<file path="config.mk">
export PLATFORM = sky130hd
export DESIGN_NAME = dor_cordic_cell
export DESIGN_NICKNAME = d
export VERILOG_FILES = /design/src/rtl/core/dor_pkg.sv /design/src/rtl/core/dor_cordic_cell.sv
export SDC_FILE = /design/constraint.sdc
export NUM_CORES = 1
export LEC_CHECK = 0
export ABC_CLOCK_PERIOD_IN_PS = 1000
export BUFFER_PORTS_ARGS = -buffer_cell sky130_fd_sc_hd__buf_2
export CORE_AREA = 2 2 352 354
export CTS_CLUSTER_DIAMETER = 120
export DETAILED_ROUTE_END_ITERATION = 10
export DIE_AREA = 0 0 354 356
export PLACE_DENSITY = 0.46
export SYNTH_ARGS = -nofsm -noshare
export SYNTH_HDL_FRONTEND = slang
export SYNTH_SLANG_ARGS = --single-unit
</file>
<file path="constraint.sdc">
create_clock -name clk_i -period 1 [get_ports clk_i]
set_input_delay 0.1 -clock clk_i [delete_from_list [all_inputs] [get_ports clk_i]]
set_output_delay 0.1 -clock clk_i [all_outputs]
set_load 0.02 [all_outputs]
</file>
<file path="src/rtl/core/dor_pkg.sv">
// Shared types, constants and the arctangent table of the disc overlap core.
// Used by every cell module and by the top level; depends on nothing.
`timescale 1ns / 1ps

package dor_pkg;

  localparam int unsigned AtanEntries = 24;
  localparam int unsigned SqrtSteps   = 32;
  localparam int unsigned DivSteps    = 16;

  localparam logic [31:0] PI_Q30      = 32'd3373259426;
  localparam logic [35:0] HALF_PI_Q30 = 36'd1686629713;
  localparam logic [16:0] RATIO_ONE   = 17'h10000;

  // One rotation vector of a CORDIC lane.
  typedef struct packed {
    logic signed [35:0] x;
    logic signed [35:0] y;
    logic signed [35:0] z;
  } dor_vec_t;

  // Sideband that travels with an item down the chains of cells.
  typedef struct packed {
    logic               touch;
    logic               one;
    logic               calc;
    logic               sat;
    logic [30:0]        q0;
    logic [30:0]        q1;
    logic [61:0]        den;
    logic signed [35:0] p0;
    logic signed [35:0] p1;
    logic [31:0]        s;
  } dor_side_t;

  // Arctangent of 2^-i in Q30 radians.
  function automatic logic [31:0] atan_q30(input logic [4:0] idx);
    logic [31:0] a;
    unique case (idx)
      5'd0:    a = 32'h3243F6A8;
      5'd1:    a = 32'h1DAC6705;
      5'd2:    a = 32'h0FADBAFC;
      5'd3:    a = 32'h07F56EA6;
      5'd4:    a = 32'h03FEAB76;
      5'd5:    a = 32'h01FFD55B;
      5'd6:    a = 32'h00FFFAAA;
      5'd7:    a = 32'h007FFF55;
      5'd8:    a = 32'h003FFFEA;
      5'd9:    a = 32'h001FFFFD;
      5'd10:   a = 32'h000FFFFF;
      5'd11:   a = 32'h0007FFFF;
      5'd12:   a = 32'h0003FFFF;
      5'd13:   a = 32'h0001FFFF;
      5'd14:   a = 32'h0000FFFF;
      5'd15:   a = 32'h00007FFF;
      5'd16:   a = 32'h00003FFF;
      5'd17:   a = 32'h00001FFF;
      5'd18:   a = 32'h00000FFF;
      5'd19:   a = 32'h000007FF;
      5'd20:   a = 32'h000003FF;
      5'd21:   a = 32'h000001FF;
      5'd22:   a = 32'h000000FF;
      5'd23:   a = 32'h0000007F;
      default: a = 32'h0;
    endcase
    return a;
  endfunction

endpackage

</file>
<file path="src/rtl/core/dor_cordic_cell.sv">
// One vectoring CORDIC cell working on both angle lanes of an item.
// Depends on dor_pkg for the vector and sideband types and the atan table.
`timescale 1ns / 1ps

module dor_cordic_cell import dor_pkg::*; #(
  parameter int unsigned STAGE = 0
) (
  input  logic               clk_i,
  input  logic               rst_ni,
  input  logic               valid_i,
  input  dor_vec_t [1:0]     vec_i,
  input  dor_side_t          side_i,
  output logic               valid_o,
  output dor_vec_t [1:0]     vec_o,
  output dor_side_t          side_o
);

  localparam logic [35:0] Atan = {4'b0, atan_q30(5'(STAGE))};

  logic           valid_q;
  dor_vec_t [1:0] vec_d, vec_q;
  dor_side_t      side_q;

  always_comb begin
    for (int k = 0; k < 2; k++) begin
      if (!vec_i[k].y[35]) begin
        vec_d[k].x = $signed(vec_i[k].x) + ($signed(vec_i[k].y) >>> STAGE);
        vec_d[k].y = $signed(vec_i[k].y) - ($signed(vec_i[k].x) >>> STAGE);
        vec_d[k].z = vec_i[k].z + Atan;
      end else begin
        vec_d[k].x = $signed(vec_i[k].x) - ($signed(vec_i[k].y) >>> STAGE);
        vec_d[k].y = $signed(vec_i[k].y) + ($signed(vec_i[k].x) >>> STAGE);
        vec_d[k].z = vec_i[k].z - Atan;
      end
    end
  end

  always_ff @(posedge clk_i or negedge rst_ni) begin
    if (!rst_ni) begin
      valid_q <= 1'b0;
    end else begin
      valid_q <= valid_i;
    end
  end

  always_ff @(posedge clk_i) begin
    vec_q  <= vec_d;
    side_q <= side_i;
  end

  assign valid_o = valid_q;
  assign vec_o   = vec_q;
  assign side_o  = side_q;

endmodule

</file>
Yosys cells after proc, flatten, opt, wreduce, memory -nomap -nowiden
Index checks and enable logic that the tools add are counted.

storage, ports and cells
  input bits = 451
  output and inout port bits = 449
  register bits = 449
  word-level logic and storage cells = 29

cells by class
  muxes and demuxes = 2
  add/sub/neg operators = 10

operators by type and width
  cell                                                  count
  two-way mux 108 bit                                   2
  subtractor 36 bit                                     4
  adder 36 x 30 -> 36 bit (second input constant)       2
  adder 36 bit                                          2
  subtractor 36 x 30 -> 36 bit (second input constant)  2

Longest topological paths before layout
Gate-level depths: netlist of run 1.

  depth after elaboration = 2
  mapped depth = 15
  mapped depth without buffers = 14

Least setup slack after synthesis of run 1
No wires, ideal clock.

  path type = input -> register
  start point = input port vec_i[71] in the netlist's numbering
  end point = register vec_q (netlist bit vec_o[34])
  stages = 15
  path slack = -2.542 ns
  arrival time = 3.470 ns
  setup time = 0.072 ns
  buffers on the path = 2
  required time = 0.928 ns
  path through = clkbuf_1 > inv_2 > clkbuf_1 > ha_1 > a2111oi_0 > o211ai_1 > and2_1 > a311o_1 > a41oi_1 > a311oi_1 > nand2_1 > a311oi_1 > a21o_1 > a21oi_1 > xnor2_1

RTL lines
  element               line                   text
  start, declared       dor_cordic_cell.sv:11  input dor_vec_t [1:0] vec_i,
  end signal, assigned  dor_cordic_cell.sv:47  vec_q <= vec_d;
  end, declared         dor_cordic_cell.sv:21  dor_vec_t [1:0] vec_d, vec_q;

==> key figures, run 1 <==
Critical path
  • Crit. End Element: register
  • Critical Path Max Stage Delay: 0.42 ns
  • Highest-delay cell along the critical path: or4_4
  • Crit start category: primary input
  • Setup crit end: vec_o[170]
  • Worst Path Required: 1.54 ns
  • Critical path type: in -> reg
  • Critical Path AT: 2.99 ns
  • Critical path buffers and inverters: 4
  • Largest delay share family, worst path: compound AO/OA/AOI/OAI gates
  • Crit path max fanout: 4
  • Critical path launch point: vec_i[180]
  • Cell Chain, Critical Path: buf_8 > buf_6 > ha_4 > inv_2 > fa_2 > o21ba_4 > or4_4 > o211ai_1 > o311ai_2 > a21oi_1 > a211oi_2 > o32a_4 > buf_12 > nand2_4 > mux2i_1 > xnor2_1
  • Worst path depth: 16

STA
  • Worst Tran Pin Value: 0.834 ns
  • Setup ws final: -1.45 ns
  • Setup TNS: -255.32 ns
  • Fin crit share: 245%
  • Final setup vio count: about 640
  • Final hold vios: 23
  • Max Slew Vio Count: 0
  • RSZ-0062 raised after global routing: true
  • Fmax: 409 MHz
  • Normalized max-slew margin: 44.4%
  • Hold Slack: -0.100 ns
  • Final min period: around 2.4 ns

GRT
  • Grt met1 use: 23.8%
  • Global route overflow: 0
  • Antenna violations before repair: 32
  • Vias in the first global route: around 30000
  • Total GRT Usage: 22.0%
  • Met2 usage: about two fifths
  • Global-route wire length before repair: 203000 um
  • Grt met3 use: 5.21%
  • Gr busiest metal: met2
  • Largest net degree at the start of global routing: 71

Floorplan
  • Die Ht: 356 um
  • Rows: 129
  • Die width: between 300 and 400 um
  • Die Footprint: 126000 um2
  • Core ar.: between 100000 and 150000 um2
  • Initial Util: 19.5%
  • Num ports: 900

Place
  • Detail Placement HPWL: 117000 um
  • Post-place setup slack: -2.45 ns
  • GPL Wtd Cong: between 0.9 and 1
  • Port bufs: about 900

Power and ir drop
  • Leak: 23.7 nW
  • Combinational power share: 41.0%
  • Design Power: 77.7 mW
  • Psw: between 20 and 30 mW
  • Part of the power in the clock network: 30.0%
  • Int Pwr: 50.6 mW
  • Sequential share of power: 29.0%
  • PwrDens: ~1500 nW/um2
  • Peak supply drop: between 1.5 and 2 mV
  • Switching power share of the total: 34.9%

Status
  • Failing checks: hold timing, setup timing
  • Status: finished, violations left

Detailed routing
  • DRT Pass-1 Iters: 5
  • Antenna viol nets, final: 0
  • DRT iter0 DRCs: 1496
  • Final wirelength: 145000 um
  • Drt wl/cell: 22.2 um
  • DRC errors left: 0
  • Via count: 28400
  • Vias per cell: 4.35

Yosys
  • Seq/Total Area, Yosys: 37.5%
  • Yosys reg bits: roughly 450
  • Avg Inst Size Synth: between 8 and 9 um2
  • Largest family of logic cells by synthesized area: compound AO/OA/AOI/OAI gates
  • Xor-xnor portion of the synthesized cell area: 7.12%
  • Ys Warns: 0
  • Cell variety after synth: 89
  • Most used DFF post-synth: dfxtp_1
  • Post-synthesis compound-gate area fraction: 22.3%
  • Syn_nets: 3401
  • Synth Cell Area: 23900 um2
  • Synth Instances: 2662
  • Post-synthesis mux area share: 1.80%
  • Post-synth EDFFs: 0
  • Adder-Cell Fraction of Synth Area: 15.4%
  • Post-Synth Simple-Gate Area: 10.6%
  • Ys async rst share: 0.224%

Run
  • Max-cap violations: 0

Layout
  • Most frequent cells in the layout: 885 x buf_4, 507 x buf_6, 424 x dfxtp_2
  • Final core utilization: 41.5%
  • Layout cells sized above 1: 60.8%
  • Net count, final: ~5600
  • Area grow syn2layout: 114%
  • Commonest non-fill, non-tap cell in the layout: buf_4

Clock network
  • CTS buffer count: 59
  • CTS tree: yes
  • Clock buffer depth: 3
  • Root Buffer: clkbuf_16
  • CTS H-tree depth: 2
  • # clock sinks: 447
  • Worst-path clk slew: 0.06 ns

Hold path
  • Hold/Removal Path Class: in -> reg
-- registers in the layout, indices dropped and copies added, names as in the netlist --
register / cells
side_o: 232
valid_o: 1
vec_o: 214
-- worst min-delay path by stage --
stage,from,endpoint,cells past startpoint
finish,vec_i[24],vec_o[24],4
global route,vec_i[132],vec_o[132],4
CTS,vec_i[24],vec_o[24],4
detailed placement,rst_ni,valid_o,1
global placement,rst_ni,valid_o,1
floorplan,rst_ni,valid_o,0
-- routing by layer --
layer	part of all wire, %	wire [um]
met1	37	54200
met2	50	72600
met3	6.3	9070
met4	6.2	8940
met5	0.12	174
-- logic make-up (layout without fill, tap and decap cells) --
kind of cell | Yosys count | after routing
multiplexers | 43 | 43
AO/OA/AOI/OAI | 826 | 826
AND/OR/NAND/NOR | 533 | 533
flip-flops | 447 | 447
XOR/XNOR | 194 | 194
adder cells (fa/ha/maj) | 288 | 288
buffers and inverters | 331 | 2555
other | 0 | 14
-- cells in the mapped netlist, drive strengths merged (23+ instances only) --
cell,instances,area share [%]
nand3,36,0.76
a21o,88,2.8
xnor2,158,5.8
a211oi,30,0.96
nand2,106,1.7
inv,226,3.6
clkbuf,62,0.98
buf,34,0.68
o21ai,173,3.6
mux2i,43,1.8
o21bai,62,2.0
dfxtp,446,37
nor2b,23,0.60
xor2,36,1.3
nand2b,27,0.71
o211ai,25,0.81
nor2,193,3.0
ha,280,15
nor3,50,1.1
a21oi,271,5.7
o21a,25,0.79
-- power by group through the flow --
| stage | Combinational [mW] | Clock [mW] | Sequential (mW) |
|---|---|---|---|
| final | 31.9 | 23.3 | 22.6 |
| after global routing | 33.6 | 24.6 | 22.7 |
| after CTS | 30.5 | 24.0 | 22.6 |
| after detailed placement | 23.9 | 0 | 21.7 |
| after global placement | 24.0 | 0 | 21.7 |
| after floorplan | 8.36 | 0 | 24.5 |
-- final cells by class --
class / count / area, um2
fill: 11900 / 71700
antenna: 14 / 35.0
sequential: 447 / 9550
timing repair buffer: 2210 / 18900
multi-input combinational: 1884 / 17300
clock inverter: 39 / 531
tap: 1637 / 2050
inverter: 235 / 971
clock buffer: 71 / 1590
-- through the flow --
| stage | std cells | cell area (um2) |
|---|---|---|
| after floorplan | 2662 | 25000 |
| after CTS | 6479 | 49400 |
| final | 6537 | 51000 |
| after detailed placement | 5985 | 37700 |
| after global placement | 5985 | 37700 |
| after global routing | 6530 | 50900 |
-- timing repair --
item	CTS	global route
pin swaps	274	251
buffers inserted	100	62
hold endpoints to repair	338	28
hold buffers	319	2
endpoints found under the setup margin	626	639
resized for setup	1885	238
No activity file was read; power rests on OpenSTA's default activity.
==> run 2: changes to the inputs <==
CORE_AREA = 2 2 351 353   (was 2 2 352 354)
DIE_AREA = 0 0 353 355   (was 0 0 354 356)
GPL_ROUTABILITY_DRIVEN = 0   (was not set)
==> key figures, run 2 (synthesized netlist as in run 1, its figures left out) <==
Power and ir drop
  • PwrDens: about 1500 nW/um2
  • Int Pwr: 50.4 mW
  • Sequential share of power: 29.3%
  • Switching power share of the total: 34.8%
  • Leak: 23.6 nW
  • Design Power: 77.2 mW
  • Psw: about 27 mW
  • Part of the power in the clock network: a little under a third
  • Combinational power share: 40.7%
  • Peak supply drop: 1.39 mV

STA
  • Max Slew Vio Count: 0
  • Fin crit share: 244%
  • Final setup vio count: 635
  • Normalized max-slew margin: 49.1%
  • Hold Slack: -0.160 ns
  • Final min period: 2.44 ns
  • Fmax: just over 400 MHz
  • Setup ws final: -1.44 ns
  • Worst Tran Pin Value: 0.764 ns
  • Final hold vios: 27
  • RSZ-0062 raised after global routing: true

Detailed routing
  • Final wirelength: 146000 um
  • DRC errors left: 0
  • DRT iter0 DRCs: 1591
  • Antenna viol nets, final: 0
  • Drt wl/cell: 22.5 um
  • DRT Pass-1 Iters: 5
  • Via count: 28700
  • Vias per cell: 4.41

Floorplan
  • Rows: 128
  • Initial Util: between 10% and 20%
  • Core ar.: approximately 120000 um2
  • Die Ht: 355 um
  • Die width: between 300 and 400 um
  • Die Footprint: about 130000 um2
  • Num ports: 900

Clock network
  • Root Buffer: clkbuf_16
  • CTS tree: yes
  • Clock buffer depth: 3
  • CTS buffer count: 58
  • Hold-fix buffers, CTS: 326
  • Worst-path clk slew: 0.06 ns
  • # clock sinks: 447
  • CTS H-tree depth: 2

Hold path
  • Hold/Removal Path Class: in -> reg

Place
  • Dpl cells: 5955
  • Port bufs: 899
  • Cell Area, Placed: 37600 um2
  • Detail Placement HPWL: between 100000 and 150000 um

GRT
  • Total GRT Usage: 22.3%
  • Vias in the first global route: 29700
  • Largest net degree at the start of global routing: 67
  • Antenna violations before repair: 29
  • Global-route wire length before repair: 206000 um
  • Global route overflow: 0

Status
  • Failing checks: hold timing, setup timing
  • Status: finished, violations left

Critical path
  • Cell Chain, Critical Path: buf_8 > inv_2 > buf_4 > fa_2 > o21ba_4 > or4_1 > o211ai_1 > o311ai_2 > a21oi_1 > a211oi_2 > o32a_4 > a2111oi_4 > a2111oi_2 > xor2_1
  • Highest-delay cell along the critical path: fa_2
  • Worst Path Required: 1.54 ns
  • Critical Path Max Stage Delay: 0.41 ns
  • Critical Path AT: ~3.0 ns
  • Crit path max fanout: 5
  • Crit. End Element: register
  • Crit start category: primary input
  • Critical path type: in -> reg

Layout
  • Net count, final: 5560
  • Most frequent cells in the layout: 866 x buf_4, 517 x buf_6, 422 x buf_2
  • Storage cell area: 9570 um2
  • Multi-input gate area: between 15000 and 20000 um2
  • Fillers: around 12000
  • Design area: 50500 um2
  • Area grow syn2layout: 112%
  • Layout cells sized above 1: approximately three fifths
  • Commonest non-fill, non-tap cell in the layout: buf_4
  • Fin cells: 6511
  • Max reg flops: about 230
  • Final core utilization: 41.6%

Run
  • Max-cap violations: 0
## run 2: cell count changes in the layout (fill, tap and decap cells not counted), sizes merged
cell / before / now
clkbuf: 71 / 74
dlymetal6s4s: 1 / 0
dlygate4sd3: 319 / 326
inv: 237 / 233
buf: 1890 / 1868
diode: 14 / 17
## run 2: repair_timing
item,CTS,global route
hold endpoints to repair,344,28
cloned,2,0
pin swaps,324,204
gates resized for setup,1884,181
setup buffers,100,67
endpoints found under the setup margin,627,634
## run 2: power groups by stage
stage	Sequential [mW]	Combinational, mW	Clock (mW)
after detailed placement	21.7	23.8	0
after CTS	22.6	30.2	23.8
after floorplan	24.5	8.36	0
after global placement	21.7	23.9	0
after global routing	22.8	33.0	24.6
final	22.6	31.4	23.2
## run 2: area by class of cell
cell class	instances	share of cell area [%]
timing repair buffer	2194	37.2
multi-input combinational	1884	33.6
sequential	447	18.9
tap	1625	4.02
clock buffer	74	3.21
inverter	235	1.94
clock inverter	34	0.978
antenna	17	0.0842
timing repair inverter	1	0.0223
## run 2: metrics by stage
stage	worst slack, ns	TNS, ns
2_1_floorplan	-1.65	-197.56
3_3_place_gp	-2.46	-306.11
3_5_place_dp	-2.53	-306.19
4_1_cts	-1.40	-263.64
5_1_grt	-1.55	-288.45
6_report	-1.44	-255.42
## run 2: final timing paths
| check | from | to | slack (ns) | cells after the start |
|---|---|---|---|---|
| worst max-delay path | vec_i[181] | vec_o[174] | -1.44 | 14 |
| worst min-delay path | vec_i[181] | vec_o[145] | -0.16 | 3 |
| max in group asynchronous | rst_ni | valid_o | 0.59 | 3 |
| min in group asynchronous | rst_ni | valid_o | 0.29 | 3 |
## run 2: critical path: cells and delay by family
| family | cells | cell delay (ns) |
|---|---|---|
| adder cells (fa/ha/maj) | 1 | 0.41 |
| AO/OA/AOI/OAI | 8 | 1.60 |
| XOR/XNOR | 1 | 0.18 |
| buffers and inverters | 3 | 0.29 |
| AND/OR/NAND/NOR | 1 | 0.40 |
## run 2: layer usage
| layer | wire length (um) | global-route usage (%) | vias to the layer above |
|---|---|---|---|
| met5 | 92 | 0 | - |
| met4 | 9460 | 11.9 | 14 |
| met3 | 8380 | 4.23 | 275 |
| met2 | 72600 | 40.0 | 1050 |
| met1 | 55600 | 24.8 | 13700 |
| li1 | - | - | 13600 |
==> run 3: changes to the inputs <==
BUFFER_PORTS_ARGS = -buffer_cell sky130_fd_sc_hd__clkbuf_2   (was -buffer_cell sky130_fd_sc_hd__buf_2)
CELL_PAD_IN_SITES_DETAIL_PLACEMENT = 1   (was not set)
CELL_PAD_IN_SITES_GLOBAL_PLACEMENT = 2   (was not set)
CORE_AREA = 2 2 355 357   (was 2 2 351 353)
DIE_AREA = 0 0 357 359   (was 0 0 353 355)
PLACE_DENSITY = 0.65   (was 0.46)
==> key figures, run 3 (synthesized netlist as in run 1, its figures left out) <==
Floorplan
  • Initial Util: 19.2%
  • Die width: approximately 360 um
  • Die Ht: 359 um
  • Die Footprint: 128000 um2
  • Rows: 130
  • Num ports: 900
  • Core ar.: 125000 um2

Critical path
  • Worst Path Required: roughly 1.6 ns
  • Critical Path AT: ~3.1 ns
  • Cell Chain, Critical Path: buf_8 > buf_6 > ha_4 > inv_4 > fa_2 > o21ba_4 > or4_4 > o211ai_1 > o311ai_4 > a21oi_2 > a211oi_2 > o32a_4 > a2111oi_4 > a2111oi_2 > xor2_1
  • Crit. End Element: register
  • Critical Path Max Stage Delay: 0.43 ns
  • Largest delay share family, worst path: compound AO/OA/AOI/OAI gates
  • Crit start category: primary input
  • Highest-delay cell along the critical path: or4_4
  • Crit path max fanout: 5
  • Critical path type: in -> reg
  • Critical path buffers and inverters: 3

GRT
  • Antenna violations before repair: 27
  • Global route overflow: 0
  • Global-route wire length before repair: 220000 um
  • Largest net degree at the start of global routing: 84
  • Total GRT Usage: 23.1%
  • Vias in the first global route: ~32000

Detailed routing
  • DRT Pass-1 Iters: 5
  • Vias per cell: 4.42
  • Final wirelength: approximately 160000 um
  • Via count: 29000
  • Drt wl/cell: 23.9 um
  • Antenna viol nets, final: 0
  • DRC errors left: 0
  • DRT iter0 DRCs: 1026

Status
  • Failing checks: hold timing, setup timing
  • Status: finished, violations left

STA
  • Final hold vios: 20
  • RSZ-0062 raised after global routing: true
  • Setup ws final: -1.56 ns
  • Worst Tran Pin Value: 0.892 ns
  • Hold Slack: -0.106 ns
  • Fin crit share: 256%
  • Normalized max-slew margin: 40.5%
  • Final min period: around 2.6 ns
  • Fmax: ~400 MHz
  • Max Slew Vio Count: 0
  • Final setup vio count: 632

Hold path
  • Hold/Removal Path Class: in -> reg

Place
  • Detail Placement HPWL: around 120000 um
  • Post-place setup slack: -2.54 ns
  • Port bufs: 899
  • Cell Area, Placed: around 38000 um2

Power and ir drop
  • Leak: ~25 nW
  • PwrDens: about 1500 nW/um2
  • Peak supply drop: 1.44 mV

Clock network
  • Worst-path clk slew: 0.06 ns
  • Clock buffer depth: 3
  • # clock sinks: 447
  • CTS tree: yes
  • Root Buffer: clkbuf_16
  • CTS H-tree depth: 2
  • CTS buffer count: 58

Layout
  • Net count, final: 5591
  • Commonest non-fill, non-tap cell in the layout: buf_4
  • Design area: approximately 53000 um2
  • Layout cells sized above 1: 61.5%
  • Area grow syn2layout: 123%
  • Most frequent cells in the layout: 888 x buf_4, 442 x buf_8, 426 x clkbuf_2
  • Final core utilization: 42.6%
  • Max reg flops: between 200 and 250

Run
  • Max-cap violations: 0
[run 3: cell types whose count changed in the layout (fill, tap and decap cells not counted), moves of 13 or more]
| cell | delta |
|---|---|
| buf_2 | -421 |
| dfxtp_4 | +31 |
| clkbuf_2 | +426 |
| xnor2_1 | -17 |
| dlygate4sd3_1 | -15 |
| buf_6 | -398 |
| o21ai_1 | -17 |
| dfxtp_2 | -29 |
| buf_4 | +22 |
| clkbuf_16 | +13 |
| buf_8 | +402 |
| xnor2_2 | +17 |
[run 3: final timing paths]
path	from	endpoint	slack, ns	depth (start not counted)
max	vec_i[180]	vec_o[174]	-1.56	15
min	vec_i[19]	vec_o[19]	-0.11	4
max in group asynchronous	rst_ni	valid_o	0.52	3
min in group asynchronous	rst_ni	valid_o	0.36	3
[run 3: report_power, final]
group          switching [mW]  internal [mW]
Sequential               2.25           20.9
Combinational            16.3           17.8
Clock                    9.44           14.1
[run 3: timing repair]
item,4_1_cts,5_1_grt
endpoints found under the hold margin,333,27
cloned,2,0
setup buffers,103,87
gates resized for setup,1883,721
hold buffers,311,3
setup endpoints to repair,632,633
pin swaps,300,269
[run 3: through the flow]
stage / total power, mW / cells / TNS [ns] / hold WS (ns)
global placement: 45.8 / 6015 / -321.91 / -0.122
floorplan: 32.9 / 2662 / -197.56 / -0.196
CTS: 77.9 / 6503 / -290.24 / -0.164
global route: 84.1 / 6562 / -302.29 / -0.138
detailed placement: 45.9 / 6015 / -323.11 / -0.123
finish: 80.8 / 6568 / -268.91 / -0.106
[run 3: cell type report]
| class | count | area (um2) |
|---|---|---|
| Fill cell | 13800 | 71500 |
| Timing Repair Buffer | 2225 | 20600 |
| Multi-Input combinational cell | 1884 | 17600 |
| Sequential cell | 447 | 9650 |
| Tap cell | 1650 | 2060 |
| Clock buffer | 74 | 1600 |
| Inverter | 235 | 972 |
| Clock inverter | 33 | 514 |
| Antenna cell | 19 | 47.5 |
| Timing Repair inverter | 1 | 16.3 |
[run 3: layer usage]
metal  global-route usage (%)  vias up  routed length [um]
li1                         -    13700                   -
met1                     26.2    14200               61400
met2                     40.8      836               77900
met3                     4.38      272                8280
met4                     12.0        4                9630
met5                        0        -                  29
